<file path="src/catmull_rom_interpolator_assert.svh">
// assertion macros for the catmull-rom interpolator
// no dependencies; included by modules that carry assertions
`ifndef CATMULL_ROM_INTERPOLATOR_ASSERT_SVH
`define CATMULL_ROM_INTERPOLATOR_ASSERT_SVH
`ifndef SYNTH
// property must hold at every clock edge out of reset
`define CRM_ASSERT(name, clk, rst_n, prop) \
	name: assert property (@(posedge clk) disable iff (!rst_n) (prop)) \
	else $error("catmull-rom assertion failed");
// expression must never be true at a clock edge out of reset
`define CRM_ASSERT_NEVER(name, clk, rst_n, expr) \
	name: assert property (@(posedge clk) disable iff (!rst_n) !(expr)) \
	else $error("catmull-rom forbidden condition seen");
`else
`define CRM_ASSERT(name, clk, rst_n, prop)
`define CRM_ASSERT_NEVER(name, clk, rst_n, expr)
`endif
`endif

</file>
<file path="src/crm_pkg.sv">
// shared widths, constants and types for the catmull-rom interpolator
// no dependencies
package crm_pkg;

	// coordinate and parameter formats
	localparam int COORD_BITS      = 16;
	localparam int PARAM_FRAC_BITS = 16;
	localparam int PARAM_W         = PARAM_FRAC_BITS + 1;

	// t^2 and t^3 products before rounding
	localparam int SQ_W = 2 * PARAM_W;

	// doubled weights stay below 2^(F+3) in magnitude
	localparam int WGT_W  = PARAM_FRAC_BITS + 5;
	localparam int PROD_W = COORD_BITS + WGT_W;
	localparam int ACC_W  = PROD_W + 3;

	// stream payload widths, padded to whole bytes
	localparam int IN_DATA_W  = ((8 * COORD_BITS + PARAM_W + 7) / 8) * 8;
	localparam int OUT_DATA_W = ((2 * COORD_BITS + 7) / 8) * 8;

	localparam logic [PARAM_W-1:0] PARAM_ONE = PARAM_W'(1) << PARAM_FRAC_BITS;

	// four doubled basis weights in units of 2^-F
	typedef struct packed {
		logic signed [WGT_W-1:0] w1;
		logic signed [WGT_W-1:0] w2;
		logic signed [WGT_W-1:0] w3;
		logic signed [WGT_W-1:0] w4;
	} weights_t;

	// one coordinate of the four control points
	typedef struct packed {
		logic signed [COORD_BITS-1:0] p0;
		logic signed [COORD_BITS-1:0] p1;
		logic signed [COORD_BITS-1:0] p2;
		logic signed [COORD_BITS-1:0] p3;
	} coord4_t;

endpackage

</file>
<file path="src/crm_weights.sv">
// basis weight pipeline: t clamp, t^2, t^3 and the four doubled weights
// depends on crm_pkg; t passes the square, round and cube stages before the weights are registered
module crm_weights
	import crm_pkg::*;
(
	input  logic               clk,
	input  logic               en,
	input  logic [PARAM_W-1:0] t,
	output weights_t           wgt
);

	localparam logic [SQ_W-1:0] HALF = SQ_W'(1) << (PARAM_FRAC_BITS - 1);

	logic [PARAM_W-1:0] t_clamp;
	logic [PARAM_W-1:0] t_s1, t_s2, t_s3;
	logic [SQ_W-1:0]    sq_s1, cu_s3;
	logic [PARAM_W-1:0] t2_s2, t2_s3;
	logic [SQ_W-1:0]    sq_rnd, cu_rnd;
	logic [PARAM_W-1:0] t3_val;
	logic signed [WGT_W-1:0] tw, t2w, t3w, two_s;
	weights_t           wgt_s4;

	// values above one are taken as one
	assign t_clamp = (t > PARAM_ONE) ? PARAM_ONE : t;

	// rounding of the square and the cube, ties upward
	assign sq_rnd = sq_s1 + HALF;
	assign cu_rnd = cu_s3 + HALF;
	assign t3_val = cu_rnd[PARAM_FRAC_BITS +: PARAM_W];

	// stage 1: square
	always_ff @(posedge clk) begin
		if (en) begin
			t_s1  <= t_clamp;
			sq_s1 <= SQ_W'(t_clamp) * SQ_W'(t_clamp);
		end
	end

	// stage 2: round square
	always_ff @(posedge clk) begin
		if (en) begin
			t_s2  <= t_s1;
			t2_s2 <= sq_rnd[PARAM_FRAC_BITS +: PARAM_W];
		end
	end

	// stage 3: cube
	always_ff @(posedge clk) begin
		if (en) begin
			t_s3  <= t_s2;
			t2_s3 <= t2_s2;
			cu_s3 <= SQ_W'(t2_s2) * SQ_W'(t_s2);
		end
	end

	// signed views of the powers of t
	assign tw    = signed'(WGT_W'(t_s3));
	assign t2w   = signed'(WGT_W'(t2_s3));
	assign t3w   = signed'(WGT_W'(t3_val));
	assign two_s = signed'(WGT_W'(1) << (PARAM_FRAC_BITS + 1));

	// stage 4: doubled weights
	always_ff @(posedge clk) begin
		if (en) begin
			wgt_s4.w1 <= (t2w <<< 1) - t3w - tw;
			wgt_s4.w2 <= (t3w <<< 1) + t3w - (t2w <<< 2) - t2w + two_s;
			wgt_s4.w3 <= (t2w <<< 2) + tw - (t3w <<< 1) - t3w;
			wgt_s4.w4 <= t3w - t2w;
		end
	end

	assign wgt = wgt_s4;

endmodule

</file>
<file path="config.mk">
export PLATFORM = sky130hd
export DESIGN_NAME = crm_weights
export DESIGN_NICKNAME = d
export VERILOG_FILES = /design/src/catmull_rom_interpolator_assert.svh /design/src/crm_pkg.sv /design/src/crm_weights.sv
export SDC_FILE = /design/constraint.sdc
export NUM_CORES = 2
export LEC_CHECK = 0
export BUFFER_PORTS_ARGS = -buffer_cell sky130_fd_sc_hd__buf_2
export CORE_ASPECT_RATIO = 0.5
export CORE_UTILIZATION = 65
export CTS_CLUSTER_DIAMETER = 200
export DETAILED_ROUTE_END_ITERATION = 10
export PLACE_DENSITY = 0.81
export SKIP_LAST_GASP = 1
export SYNTH_ARGS = -nofsm -noshare
export SYNTH_HDL_FRONTEND = slang
export SYNTH_SLANG_ARGS = --single-unit
</file>
<file path="constraint.sdc">
create_clock -name clk -period 9.9 [get_ports clk]
set_clock_uncertainty 0.2 [all_clocks]
set_input_delay 1.98 -clock clk [delete_from_list [all_inputs] [get_ports clk]]
set_output_delay 1.98 -clock clk [all_outputs]
set_load 0.03 [all_outputs]
</file>
# Word level (Yosys, flattened, before mapping)
# Cells that the tools add are included.
[totals]
regBits = 235
input_bits = 19
elab_cells = 27
[classes]
addsub = 12
n_mul = 2
order_cmp = 1
n_mux = 1
[op_table]
columns = ["operator", "count"]
rows = [
  ["33-bit by 16-bit adder with 33-bit output (second input constant)", 2],
  ["17-bit by 17-bit multiplier with 33-bit output", 2],
  ["20-bit by 18-bit subtractor with 21-bit output", 2],
  ["21-bit by 19-bit adder with 21-bit output (second input constant)", 1],
  ["21-bit by 18-bit subtractor with 21-bit output", 1],
  ["19-bit by 17-bit adder with 20-bit output", 1],
  ["19-bit by 18-bit subtractor with 20-bit output", 1],
  ["19-bit by 19-bit subtractor with 20-bit output", 1],
  ["18-bit by 17-bit adder with 19-bit output", 1],
  ["18-bit by 17-bit subtractor with 19-bit output", 1],
  ["17-bit by 17-bit subtractor with 18-bit output", 1],
  ["17-bit greater-than comparator (second input constant)", 1],
  ["17-bit two-way mux", 1],
]

# Longest topological paths before layout
[logic_depth]
word_depth = 5
depth_mapped = 27

# Worst setup path before layout
# Ideal clock, no wire load.
[synth_path]
kind = "input -> register"
start = "input port t[5]"
end = "register sq_s1[32] (data pin)"
setup_ns = 0.260
arrival_ns = 8.127
slack_ns = 1.313
cell_stages = 27
path_buffers = 1
cell_sequence = "nor4_4 -> a41oi_4 -> and2b_1 -> clkbuf_1 -> and2_1 -> inv_1 -> fa_1 -> inv_1 -> fa_1 -> inv_1 -> fa_1 -> inv_1 -> fa_1 -> fa_1 -> inv_1 -> fa_1 -> inv_1 -> ha_1 -> a21o_1 -> a21o_1 -> a21o_1 -> a21o_1 -> a31oi_2 -> o2111ai_2 -> or3_1 -> a31oi_1 -> xnor2_1"
[synth_between]
elab_chain_cells = 3
[synth_lines]
columns = ["element", "line", "text"]
rows = [
  ["from (decl)", "crm_weights.sv:8", "input logic [PARAM_W-1:0] t,"],
  ["17-bit greater-than comparator", "crm_weights.sv:24", "assign t_clamp = (t > PARAM_ONE) ? PARAM_ONE : t;"],
  ["17-bit two-way mux", "crm_weights.sv:24", ""],
  ["via t_clamp[7]", "crm_weights.sv:14", "logic [PARAM_W-1:0] t_clamp;"],
  ["17-bit by 17-bit multiplier with 33-bit output", "crm_weights.sv:35", "sq_s1 <= SQ_W'(t_clamp) * SQ_W'(t_clamp);"],
  ["to (signal assigned)", "crm_weights.sv:35", ""],
  ["to (decl)", "crm_weights.sv:16", "logic [SQ_W-1:0] sq_s1, cu_s3;"],
]
# The timed path passes the listed nets, and every way through them passes these cells.
# A chain may end at the register's enable or synchronous reset.

# Worst setup path after layout
[layout_path]
start = "input port t[5]"
end = "register sq_s1[32] (data pin)"
[layout_between]
elab_chain_cells = 3
[layout_lines]
columns = ["element", "line"]
rows = [
  ["17-bit greater-than comparator", "crm_weights.sv:24"],
  ["17-bit two-way mux (*)", "crm_weights.sv:24"],
  ["17-bit by 17-bit multiplier with 33-bit output (*)", "crm_weights.sv:35"],
]
# Mark *: on every way between the ends. The rest lies on a longest branch, timed or not.

==> reports/results.tsv <==
metric	value	unit
Ys Warns	0	
XOR/XNOR Fraction of Synth Area	0.0471	
drt via density	5.60	
Post-Place Cells	3560	
Setup Viol. Count Final	0	
CTS tree	yes	
clock root buffer master	clkbuf_16	
Die Y-Extent	152	µm
GRT Overall Usage	0.286	
CP Capture Type	register	
mapped cell area	29200	µm²
CP startpoint	t[5]	
status	completed	
simple-gate share of the synthesized area	0.122	
most frequent cell after synthesis	inv_1	
initial antenna violation count	0	
total congestion overflow	0	
Crit Path Class	in -> reg	
worst r2r dst	cu_s3[32]$_DFFE_PP_	
die width	302	µm
Setup crit end	sq_s1[32]$_DFFE_PP_	
core area	43900	µm²
setup TNS	0	ps
fraction of registers with async set/reset	0	
CTS clk-pin slew, worst paths	80	ps
global placement routability congestion	0.906	
Place WS	506	ps
CP max FO	13	
Post-Synth Adder-Cell Area	0.464	
largest cells by area after synthesis	fa_1 (32%), edfxtp_1 (20%), ha_1 (15%)	
RSZ-0062 raised after global routing	no	
EDFF count, synth	199	
fmax	111	MHz
Synth top area share	0.317	
final hold violation count	0	
clock buffer depth	2	
Final WS setup	923	ps
FILL cells	3210	
htree depth	4	
DRC Markers	0	
non-filler cells, final	3592	
FF-to-FF path depth	22	
Reg2Reg Setup Slack	2550	ps
vias in the first global route	21700	
worst r2r src	t_s2[3]$_DFFE_PP_	
clock latency at the later pin of the worst-skew pair	470	ps
post-synthesis cell type count	67	
flops & latches, synth	199	
antenna cell count	0	
post-synthesis cell count	2900	
DR iter-0 viols	1343	
worst path required time	9910	ps
first-pass GRT wire length	104000	µm
Hold Buf Count CTS	0	
post-cts sizing count	0	
Num CTS Buffers	17	
clk sinks	199	
row cnt	54	
most common flop cell mapped by yosys	edfxtp_1	
post-synthesis compound-gate area fraction	0.0696	
minimum clock period	8980	ps
synthesis-to-layout area growth	6.35	%
DRT Pass-1 Iters	8	
Tcrit/Tclk final	0.907	
share of cells above drive strength 1	0.0623	
Routed Antenna Nets	0	
Seq/Total Area, Yosys	0.205	
Hold Crit Class	reg -> reg	
WP data arrival	8980	ps
Initial Util	0.665	
final wirelength	62100	µm
I/O pin total	103	
port buffer count	102	
DP Wirelength	49600	µm
Slew Limit Fails	0	
largest net degree at the start of global routing	70	
combinational family with the most area after synthesis	adder cells	
maxcap violations	0	
syn_area_per_cell	10.1	µm²
crit start category	input pin	
DIE AREA	45800	µm²
# nets final	3816	
via count	20100	
Slew HR	0.384	
mux cell area share after synthesis	0.000729	
top cells by count, synth	inv_1 (624), fa_1 (462), ha_1 (344)	
Wirelength per Cell	17.3	µm
Worst Tran Pin Value	924	ps
biggest area consumer among synthesized cells	fa_1	
postcts setup bufs	0	
[worst min-delay path by stage]
| stage | startpoint | to | slack (ps) | cells past startpoint |
|---|---|---|---|---|
| final | t_s1[0]$_DFFE_PP_ | t_s2[0]$_DFFE_PP_ | 230 | 0 |
| after global routing | t_s1[3]$_DFFE_PP_ | t_s2[3]$_DFFE_PP_ | 240 | 0 |
| after CTS | t_s1[0]$_DFFE_PP_ | t_s2[0]$_DFFE_PP_ | 220 | 0 |
| after detailed placement | t_s1[0]$_DFFE_PP_ | t_s2[0]$_DFFE_PP_ | 210 | 0 |
| after global placement | t_s1[14]$_DFFE_PP_ | t_s2[14]$_DFFE_PP_ | 200 | 0 |
| after floorplan | t_s1[0]$_DFFE_PP_ | t_s2[0]$_DFFE_PP_ | 200 | 0 |
[per-stage QoR]
step	utilization	area, µm²	hold slack [ps]
after floorplan	-	29300	200
after global placement	0.693	30400	201
after detailed placement	0.693	30400	207
after CTS	0.707	31000	222
after global routing	0.707	31000	240
final	0.707	31000	225
[critical path: stages]
cell and delay [ps]:
buf_2 190, nor4_4 460, a41oi_4 280, and2b_1 400, and2_1 220, inv_1 80, fa_1 530, inv_1 50
fa_1 530, inv_1 50, fa_1 380, inv_1 80, fa_1 450, fa_1 550, inv_1 50, fa_1 470
inv_1 40, ha_1 270, a21o_1 190, a21o_1 190, a21o_1 190, a21o_1 230, a31oi_2 240, o2111ai_2 200
or3_1 370, a31oi_1 200, xnor2_1 100
[logic make-up (layout without fill, tap and decap cells)]
family	count (synthesis)	after routing
adder cells (fa/ha/maj)	806	806
multiplexers	2	2
other	2	23
AO/OA/AOI/OAI	300	300
buffers and inverters	702	785
AND/OR/NAND/NOR	732	732
flip-flops	199	199
XOR/XNOR	157	157
[flip-flops by register name, indices dropped and copies added, names as in the netlist]
name and flops:
wgt 78, cu_s3 18, sq_s1 18, t2_s2 17, t2_s3 17, t_s1 17
t_s2 17, t_s3 17
[per-layer routing]
layer	part of all wire	wire length, µm	GRT usage	up-vias
li1	-	-	-	9286
met1	0.41	25600	0.376	9954
met2	0.49	30700	0.492	726
met3	0.067	4150	0.0390	144
met4	0.027	1670	0.0933	0
met5	0	0	0	-
[placed cells by master, fill, tap and decap left out, types with 5 or more instances in the layout]
cell / count
inv_1: 624
fa_1: 462
ha_1: 344
nand2_1: 316
edfxtp_1: 199
and2_1: 147
xnor2_1: 108
buf_2: 101
nor2_1: 92
a21oi_1: 79
o21ai_0: 51
xor2_1: 49
a21o_1: 39
nor3_1: 34
nand3_1: 30
buf_4: 27
nor2b_1: 25
o21a_1: 25
conb_1: 23
and3_1: 22
clkbuf_16: 17
nand2b_1: 15
a211oi_1: 15
o21bai_1: 13
nand4_1: 10
or3_1: 10
and2b_1: 9
o211ai_1: 9
a31oi_1: 8
a211o_1: 7
o31a_1: 6
a31o_2: 6
nor4_1: 5
a21boi_0: 5
[area by class of cell]
cell class                 instances  area (µm²)  share of cell area
clock buffer                      17         425              0.0137
clock inverter                    15         206             0.00665
inverter                         624        2340              0.0754
multi-input combinational       2020       20600               0.665
sequential                       199        5980               0.192
tap                              588         736              0.0237
timing repair buffer             129         722              0.0233
Power is left out: the tool's default activity adds up to more than one toggle a clock period on the data nets, which glitch-free logic cannot reach.
