[config.mk]
export PLATFORM = sky130hd
export DESIGN_NAME = crm_blend
export DESIGN_NICKNAME = d
export VERILOG_FILES = /design/src/catmull_rom_interpolator_assert.svh /design/src/crm_pkg.sv /design/src/crm_blend.sv
export SDC_FILE = /design/constraint.sdc
export NUM_CORES = 2
export LEC_CHECK = 0
export BUFFER_PORTS_ARGS = -buffer_cell sky130_fd_sc_hd__buf_2
export CORE_MARGIN = 2
export CORE_UTILIZATION = 60
export CTS_CLUSTER_SIZE = 24
export DETAILED_ROUTE_END_ITERATION = 8
export GPL_ROUTABILITY_DRIVEN = 0
export PLACE_DENSITY_LB_ADDON = 0.05
export SLEW_MARGIN = 40
export SYNTH_ARGS = -nofsm -noshare
export SYNTH_HDL_FRONTEND = slang
export SYNTH_SLANG_ARGS = --single-unit
[constraint.sdc]
create_clock -name clk -period 8.9 [get_ports clk]
set_input_delay 1.335 -clock clk [delete_from_list [all_inputs] [get_ports clk]]
set_output_delay 1.335 -clock clk [all_outputs]
set_load 0.02 [all_outputs]
[src/catmull_rom_interpolator_assert.svh]
// assertion macros for the catmull-rom interpolator
// no dependencies; included by modules that carry assertions
`ifndef CATMULL_ROM_INTERPOLATOR_ASSERT_SVH
`define CATMULL_ROM_INTERPOLATOR_ASSERT_SVH
`ifndef SYNTH
// property must hold at every clock edge out of reset
`define CRM_ASSERT(name, clk, rst_n, prop) \
	name: assert property (@(posedge clk) disable iff (!rst_n) (prop)) \
	else $error("catmull-rom assertion failed");
// expression must never be true at a clock edge out of reset
`define CRM_ASSERT_NEVER(name, clk, rst_n, expr) \
	name: assert property (@(posedge clk) disable iff (!rst_n) !(expr)) \
	else $error("catmull-rom forbidden condition seen");
`else
`define CRM_ASSERT(name, clk, rst_n, prop)
`define CRM_ASSERT_NEVER(name, clk, rst_n, expr)
`endif
`endif

[src/crm_pkg.sv]
// shared widths, constants and types for the catmull-rom interpolator
// no dependencies
package crm_pkg;

	// coordinate and parameter formats
	localparam int COORD_BITS      = 16;
	localparam int PARAM_FRAC_BITS = 16;
	localparam int PARAM_W         = PARAM_FRAC_BITS + 1;

	// t^2 and t^3 products before rounding
	localparam int SQ_W = 2 * PARAM_W;

	// doubled weights stay below 2^(F+3) in magnitude
	localparam int WGT_W  = PARAM_FRAC_BITS + 5;
	localparam int PROD_W = COORD_BITS + WGT_W;
	localparam int ACC_W  = PROD_W + 3;

	// stream payload widths, padded to whole bytes
	localparam int IN_DATA_W  = ((8 * COORD_BITS + PARAM_W + 7) / 8) * 8;
	localparam int OUT_DATA_W = ((2 * COORD_BITS + 7) / 8) * 8;

	localparam logic [PARAM_W-1:0] PARAM_ONE = PARAM_W'(1) << PARAM_FRAC_BITS;

	// four doubled basis weights in units of 2^-F
	typedef struct packed {
		logic signed [WGT_W-1:0] w1;
		logic signed [WGT_W-1:0] w2;
		logic signed [WGT_W-1:0] w3;
		logic signed [WGT_W-1:0] w4;
	} weights_t;

	// one coordinate of the four control points
	typedef struct packed {
		logic signed [COORD_BITS-1:0] p0;
		logic signed [COORD_BITS-1:0] p1;
		logic signed [COORD_BITS-1:0] p2;
		logic signed [COORD_BITS-1:0] p3;
	} coord4_t;

endpackage

[src/crm_blend.sv]
// one-axis blend: weighted sum of four coordinates, rounding, saturation
// depends on crm_pkg; points delayed to meet weights from crm_weights
module crm_blend
	import crm_pkg::*;
(
	input  logic                         clk,
	input  logic                         en,
	input  coord4_t                      pts,
	input  weights_t                     wgt,
	output logic signed [COORD_BITS-1:0] res
);

	localparam logic signed [ACC_W-1:0] SAT_HI =
		{{(ACC_W - COORD_BITS + 1){1'b0}}, {(COORD_BITS - 1){1'b1}}};
	localparam logic signed [ACC_W-1:0] SAT_LO =
		{{(ACC_W - COORD_BITS + 1){1'b1}}, {(COORD_BITS - 1){1'b0}}};
	localparam logic signed [ACC_W-1:0] ROUND =
		signed'(ACC_W'(1) << PARAM_FRAC_BITS);

	coord4_t pts_s1, pts_s2, pts_s3, pts_s4;
	logic signed [PROD_W-1:0]     prod0_s5, prod1_s5, prod2_s5, prod3_s5;
	logic signed [ACC_W-1:0]      acc_s6;
	logic signed [ACC_W-1:0]      shifted;
	logic signed [COORD_BITS-1:0] res_s7;

	// points wait while the weights are formed
	always_ff @(posedge clk) begin
		if (en) begin
			pts_s1 <= pts;
			pts_s2 <= pts_s1;
			pts_s3 <= pts_s2;
			pts_s4 <= pts_s3;
		end
	end

	// stage 5: four products
	always_ff @(posedge clk) begin
		if (en) begin
			prod0_s5 <= PROD_W'(pts_s4.p0) * PROD_W'(wgt.w1);
			prod1_s5 <= PROD_W'(pts_s4.p1) * PROD_W'(wgt.w2);
			prod2_s5 <= PROD_W'(pts_s4.p2) * PROD_W'(wgt.w3);
			prod3_s5 <= PROD_W'(pts_s4.p3) * PROD_W'(wgt.w4);
		end
	end

	// stage 6: sum with rounding offset
	always_ff @(posedge clk) begin
		if (en) begin
			acc_s6 <= ACC_W'(prod0_s5) + ACC_W'(prod1_s5)
				+ ACC_W'(prod2_s5) + ACC_W'(prod3_s5) + ROUND;
		end
	end

	// floor shift drops the doubling and the fraction
	assign shifted = acc_s6 >>> (PARAM_FRAC_BITS + 1);

	// stage 7: saturate to coordinate range
	always_ff @(posedge clk) begin
		if (en) begin
			if (shifted > SAT_HI) begin
				res_s7 <= SAT_HI[COORD_BITS-1:0];
			end else if (shifted < SAT_LO) begin
				res_s7 <= SAT_LO[COORD_BITS-1:0];
			end else begin
				res_s7 <= shifted[COORD_BITS-1:0];
			end
		end
	end

	assign res = res_s7;

endmodule

# [After elaboration in Yosys (flattened, before gate mapping)]
# Cells that the tools add are included.
[classes] n_div=0 eq_ne=0 n_bitwise=0 mul=4 shift=0 mux=1 add_sub_neg=4 reduce_logical=0 order_cmp=2
[op_table] operator="$mul 16x21->37" count=4
[op_table] operator="$add 39x37->40" count=1
[op_table] operator="$add 40x18->40 const B" count=1
[op_table] operator="$add 38x37->39" count=1
[op_table] operator="$add 37x37->38" count=1
[op_table] operator="$gt 23x16->1 const B" count=1
[op_table] operator="$lt 23x16->1 const B" count=1
[op_table] operator="$mux 16" count=1
[totals] romBits=0 input_bits=150 regBits=460 ram_bits=0 latchBits=0 output_inout_bits=16 wordCells=33 memories=0

# [Logic depth before layout (Yosys ltp)]
[logic_depth] word_depth=4 ltp_mapped=24

# [Worst setup path before layout]
# OpenSTA, ideal clock, no wires.
[synth_timing] kind="input -> register" from="input wgt[83] (netlist bit)" to="register prod0_s5[35], data pin" cell_stages=24 arrival_ps=7173 setup_slack_ps=1469 path_buffers=2 t_required_ps=8642 cell_sequence="clkbuf_1 > nand2_1 > inv_1 > fa_1 > inv_1 > fa_1 > inv_1 > fa_1 > fa_1 > fa_1 > inv_1 > fa_1 > inv_1 > ha_1 > clkbuf_2 > and3_2 > nand2_1 > o22ai_1 > or4_1 > o221ai_2 > o21ai_2 > or4_1 > a31oi_1 > xnor2_1"
[synth_between] elab_chain_cells=1
[synth_rtl] item="from (decl)" line="crm_blend.sv:9" source="input weights_t wgt,"
[synth_rtl] item="$mul 16x21->37" line="crm_blend.sv:39" source="prod0_s5 <= PROD_W'(pts_s4.p0) * PROD_W'(wgt.w1);"
[synth_rtl] item="to (signal assigned)" line="crm_blend.sv:39"
[synth_rtl] item="to (decl)" line="crm_blend.sv:21" source="logic signed [PROD_W-1:0] prod0_s5, prod1_s5, prod2_s5, prod3_s5;"
# No other way between the ends.
# A chain may end at the register's enable or synchronous reset.

# [Final worst setup path]
[layout_timing] from="register pts_s4[63] (netlist bit)" to="register prod0_s5[36], data pin"
[layout_between] elab_chain_cells=1
[layout_rtl] item="from (decl)" line="crm_blend.sv:20" source="coord4_t pts_s1, pts_s2, pts_s3, pts_s4;"
[layout_rtl] item="from (signal assigned)" line="crm_blend.sv:32" source="pts_s4 <= pts_s3;"
[layout_rtl] item="$mul 16x21->37" line="crm_blend.sv:39"
# No other way between the ends.

==> flow_results.org <==
** Yosys
- In the synthesized netlist, the cells that appear most often are 1,542 x sky130_fd_sc_hd__inv_1, 1,402 x sky130_fd_sc_hd__fa_1, 817 x sky130_fd_sc_hd__nand2_1.
- Synthesis handed over a netlist of 6,292 instances.
- Library cell with the highest instance count after synthesis :: sky130_fd_sc_hd__inv_1
- The share of synthesized area in the top cell type comes to 0.427.
- Sequential fraction of the synthesis area :: 0.203
- After synthesis, the share of flip-flops with an asynchronous set or reset is 0.
- Each instance of the synthesized netlist takes up on average 10.4 sq um.
- After synthesis the cells add up to 0.0657 sq mm.
- Sorting the synthesized cells by area gives the leading types as sky130_fd_sc_hd__fa_1 43%, sky130_fd_sc_hd__edfxtp_1 20%, sky130_fd_sc_hd__inv_1 8.8%.
- The largest total area in the synthesized netlist belongs to sky130_fd_sc_hd__fa_1.
- The synthesized design contains 443 enable-type register cells.
- Counting distinct cell types in the post-synthesis netlist gives 75.
- When the netlist entered floorplanning its net count stood at 8,285.
- Most used flip-flop cell after synthesis :: sky130_fd_sc_hd__edfxtp_1
- Warning count from the yosys run :: 0
- Synth Register Bits :: 443

** Worst setup path
- Endpoint required time on the critical path :: 9.28 ns
- Among cell families on the critical path, the largest total delay comes from adder cells.
- Setup slack on the worst flop-to-flop path :: 1.58 ns
- The number of cells on the worst reg-to-reg path is 19.
- The signal on the critical path passes through clkinv_1 > nor2_1 > fa_1 > fa_1 > fa_1 > fa_1 > fa_1 > inv_1 > fa_1 > inv_1 > ha_1 > nand4_1 > or3_1 > nor3_1 > o2111ai_1 > a311oi_1 > nand4_1 > a311o_1 > xnor2_1.
- Crit path largest cell delay :: 0.66 ns
- WP data arrival :: 7.70 ns
- The critical path contains buffers and inverters numbering 3 combined.
- Path type of the worst setup path :: reg2reg
- Crit Reg-Reg Endpoint :: prod0_s5[36]
- Crit end category :: flop
- CP max-delay cell :: sky130_fd_sc_hd__clkinv_1
- Most Frequent Cell on Critical Path :: sky130_fd_sc_hd__fa_1
- Critical Path Stages :: 19
- Maximum fanout along the worst path :: 17
- STA classifies the critical path startpoint as a flop.
- The startpoint identified for the worst register-to-register timing path is pts_s4[63].

** STA
- Tightest Pin Transition :: 0.870 ns
- The count of pins over their slew limit is 0.
- Subtracting the final worst setup slack from the clock period gives 7.32 ns.
- Dividing the final minimum period by the clock period gives 0.823.
- Clock skew :: 0.0265 ns
- Max Clock Freq :: 137 MHz
- Number of failing setup endpoints in the final timing report :: 0
- Setup ws final :: 1.58 ns
- Setup repair after global routing left no endpoint under its margin.
- Final setup TNS :: 0 ns
- Final Hold Fails :: 0
- Slew margin rel. :: 0.420

** Clock tree
- Buffers inserted during clock tree synthesis total 52.
- Clock transition at the registers of the reported paths :: 0.07 ns
- Number of buffers between clock root and the deepest sink :: 3
- Post-cts resize count :: 0
- Clock Tree Root :: sky130_fd_sc_hd__clkbuf_16
- TritonCTS built the clock tree.
- Post-CTS setup repair buffer count :: 0
- Clock latency on the worst-skew pair, taken at its later pin, is 0.65 ns.
- Clock net sink count :: 443
- Number of buffers inserted for hold repair after clock tree synthesis :: 0
- Max H-tree Level :: 2

** Flow run
- Max cap viols :: 0

** Min path
- Worst min-delay path endpoint :: pts_s3[48]
- In this run the most critical hold path is launched from pts_s2[48].
- The worst hold path passes through 0 cells.
- Hold/Removal Path Class :: reg2reg

** Drt
- Detailed routing inserted a total of 42.3k vias.
- Routed vias/inst :: 5.41
- After detailed routing, the average wire length per cell comes to 18.9 um.
- Once detail routing completed, the nets flagged for antenna violations numbered 0.
- The first detailed-routing pass took 7 iterations.
- For this run, design rule violations remaining after detail routing come to 0.
- Final Routed Wirelength :: 147 mm
- Iteration-0 DRC count of the detailed router :: 2,367

** Die
- Number of ports placed on the die boundary :: 166
- Number of placement rows :: 121
- The total area inside the core boundary comes to 0.109 sq mm.
- Die X-Extent :: 335 um
- Initial core utilization :: 0.604
- Die height :: 335 um
- Floorplan die area :: 0.112 sq mm

** Global route
- Overall routing resource usage :: 0.280
- The first global-routing pass estimated 244 mm of wire.
- After global routing the overflow that remains totals 0.
- Via count of the first global-routing pass :: 46.1k
- Largest net degree at the start of global routing :: 78
- Initial antenna violation count :: 6

** Placement
- Number of buffer cells added on primary ports :: 165
- After detailed placement, the total cell area comes to 0.0679 sq mm.
- Pre-CTS setup slack :: 0.971 ns
- Hpwl dp :: 120 mm

** Cells and area
- Post-route standard cell area excluding fillers :: 0.0698 sq mm
- Of the cells placed in the final design, the portion with a size suffix greater than 1 is 0.0509.
- Total number of nets in the final design :: 8,344
- Layout overhead on the synthesized area :: 6.23%
- The number of antenna diodes in the final layout is 0.

** Run status
- The run finished with clean final reports.
## per-stage QoR
step / utilization / hold WS (ns) / std cells
after global routing: 0.642 / 0.413 / 7804
after floorplan: - / 0.400 / 6292
after global placement: 0.622 / 0.400 / 7667
after detailed placement: 0.624 / 0.405 / 7689
after CTS: 0.639 / 0.406 / 7782
final: 0.642 / 0.406 / 7804
## cell usage in the layout (no fill, tap or decap), drive strengths merged, types with 5 or more instances in the layout
master / synthesis / routed
a2111oi: 5 / 5
inv: 1542 / 1548
a211oi: 16 / 16
a21oi: 118 / 118
or2: 7 / 7
xor2: 43 / 43
and2: 515 / 515
o31ai: 6 / 6
a21o: 85 / 85
a211o: 5 / 5
o211ai: 12 / 12
a31oi: 12 / 12
clkinv: 4 / 28
nand3: 28 / 28
edfxtp: 443 / 443
o21bai: 13 / 13
o21ai: 77 / 77
clkbuf: 216 / 57
nor2: 150 / 150
nand2: 817 / 817
ha: 441 / 441
nand2b: 32 / 32
nor2b: 11 / 11
or3: 10 / 10
a21boi: 8 / 8
o21a: 24 / 24
fa: 1402 / 1402
xnor2: 134 / 134
nor4: 5 / 5
buf: 3 / 224
nand4: 12 / 12
and3: 11 / 11
nor3b: 5 / 5
a221oi: 7 / 7
nor3: 23 / 23
## worst max path at each step
stage,start,to,slack (ns)
floorplan,wgt[83],prod0_s5[35],1.47
global route,pts_s4[63],prod0_s5[36],1.13
finish,pts_s4[63],prod0_s5[36],1.58
global placement,wgt[77],prod0_s5[36],1.02
detailed placement,wgt[76],prod0_s5[36],0.97
CTS,pts_s4[63],prod0_s5[36],1.61
## metal layers
metal / part of all wire / wire [um] / track usage
met1: 0.41 / 60900 / 0.382
met2: 0.50 / 73700 / 0.475
met3: 0.052 / 7700 / 0.0296
met4: 0.034 / 5050 / 0.0927
met5: 0 / 0 / 0
## flip-flops by register name (all words and copies together) (netlist names)
register and flops:
acc_s6 23, prod0_s5 37, prod1_s5 37, prod2_s5 37, prod3_s5 37, pts_s1 64
pts_s2 64, pts_s3 64, pts_s4 64, res 16
## final cells by class
cell class | instances | area, sq um
Tap cell | 1414 | 1770
Multi-Input combinational cell | 4084 | 45800
Timing Repair Buffer | 224 | 1530
Inverter | 1546 | 5800
Fill cell | 8983 | 38900
Clock buffer | 57 | 1340
Clock inverter | 36 | 283
Sequential cell | 443 | 13300
## cells by family (layout without fill, tap and decap cells)
family / after synthesis / in the layout / synth area share
flops: 443 / 443 / 0.203
fa+ha+maj: 1843 / 1843 / 0.511
simple gates: 1637 / 1637 / 0.119
buf+inv: 1765 / 1863 / 0.101
compound gates: 425 / 425 / 0.0428
mux: 2 / 2 / 0.000305
xor+xnor: 177 / 177 / 0.0236
## worst reg2reg max path, cell delays in order (launching register included)
cell                        delay (ns)
sky130_fd_sc_hd__edfxtp_1         0.56
sky130_fd_sc_hd__clkinv_1         0.66
sky130_fd_sc_hd__nor2_1           0.33
sky130_fd_sc_hd__fa_1             0.47
sky130_fd_sc_hd__fa_1             0.54
sky130_fd_sc_hd__fa_1             0.44
sky130_fd_sc_hd__fa_1             0.47
sky130_fd_sc_hd__fa_1             0.49
sky130_fd_sc_hd__inv_1            0.05
sky130_fd_sc_hd__fa_1             0.47
sky130_fd_sc_hd__inv_1            0.04
sky130_fd_sc_hd__ha_1             0.39
sky130_fd_sc_hd__nand4_1          0.13
sky130_fd_sc_hd__or3_1            0.34
sky130_fd_sc_hd__nor3_1           0.22
sky130_fd_sc_hd__o2111ai_1        0.24
sky130_fd_sc_hd__a311oi_1         0.56
sky130_fd_sc_hd__nand4_1          0.22
sky130_fd_sc_hd__a311o_1          0.31
sky130_fd_sc_hd__xnor2_1          0.13
Power is not shown: default switching activity piles up to over one toggle a cycle in this logic, so the estimate is an artifact.
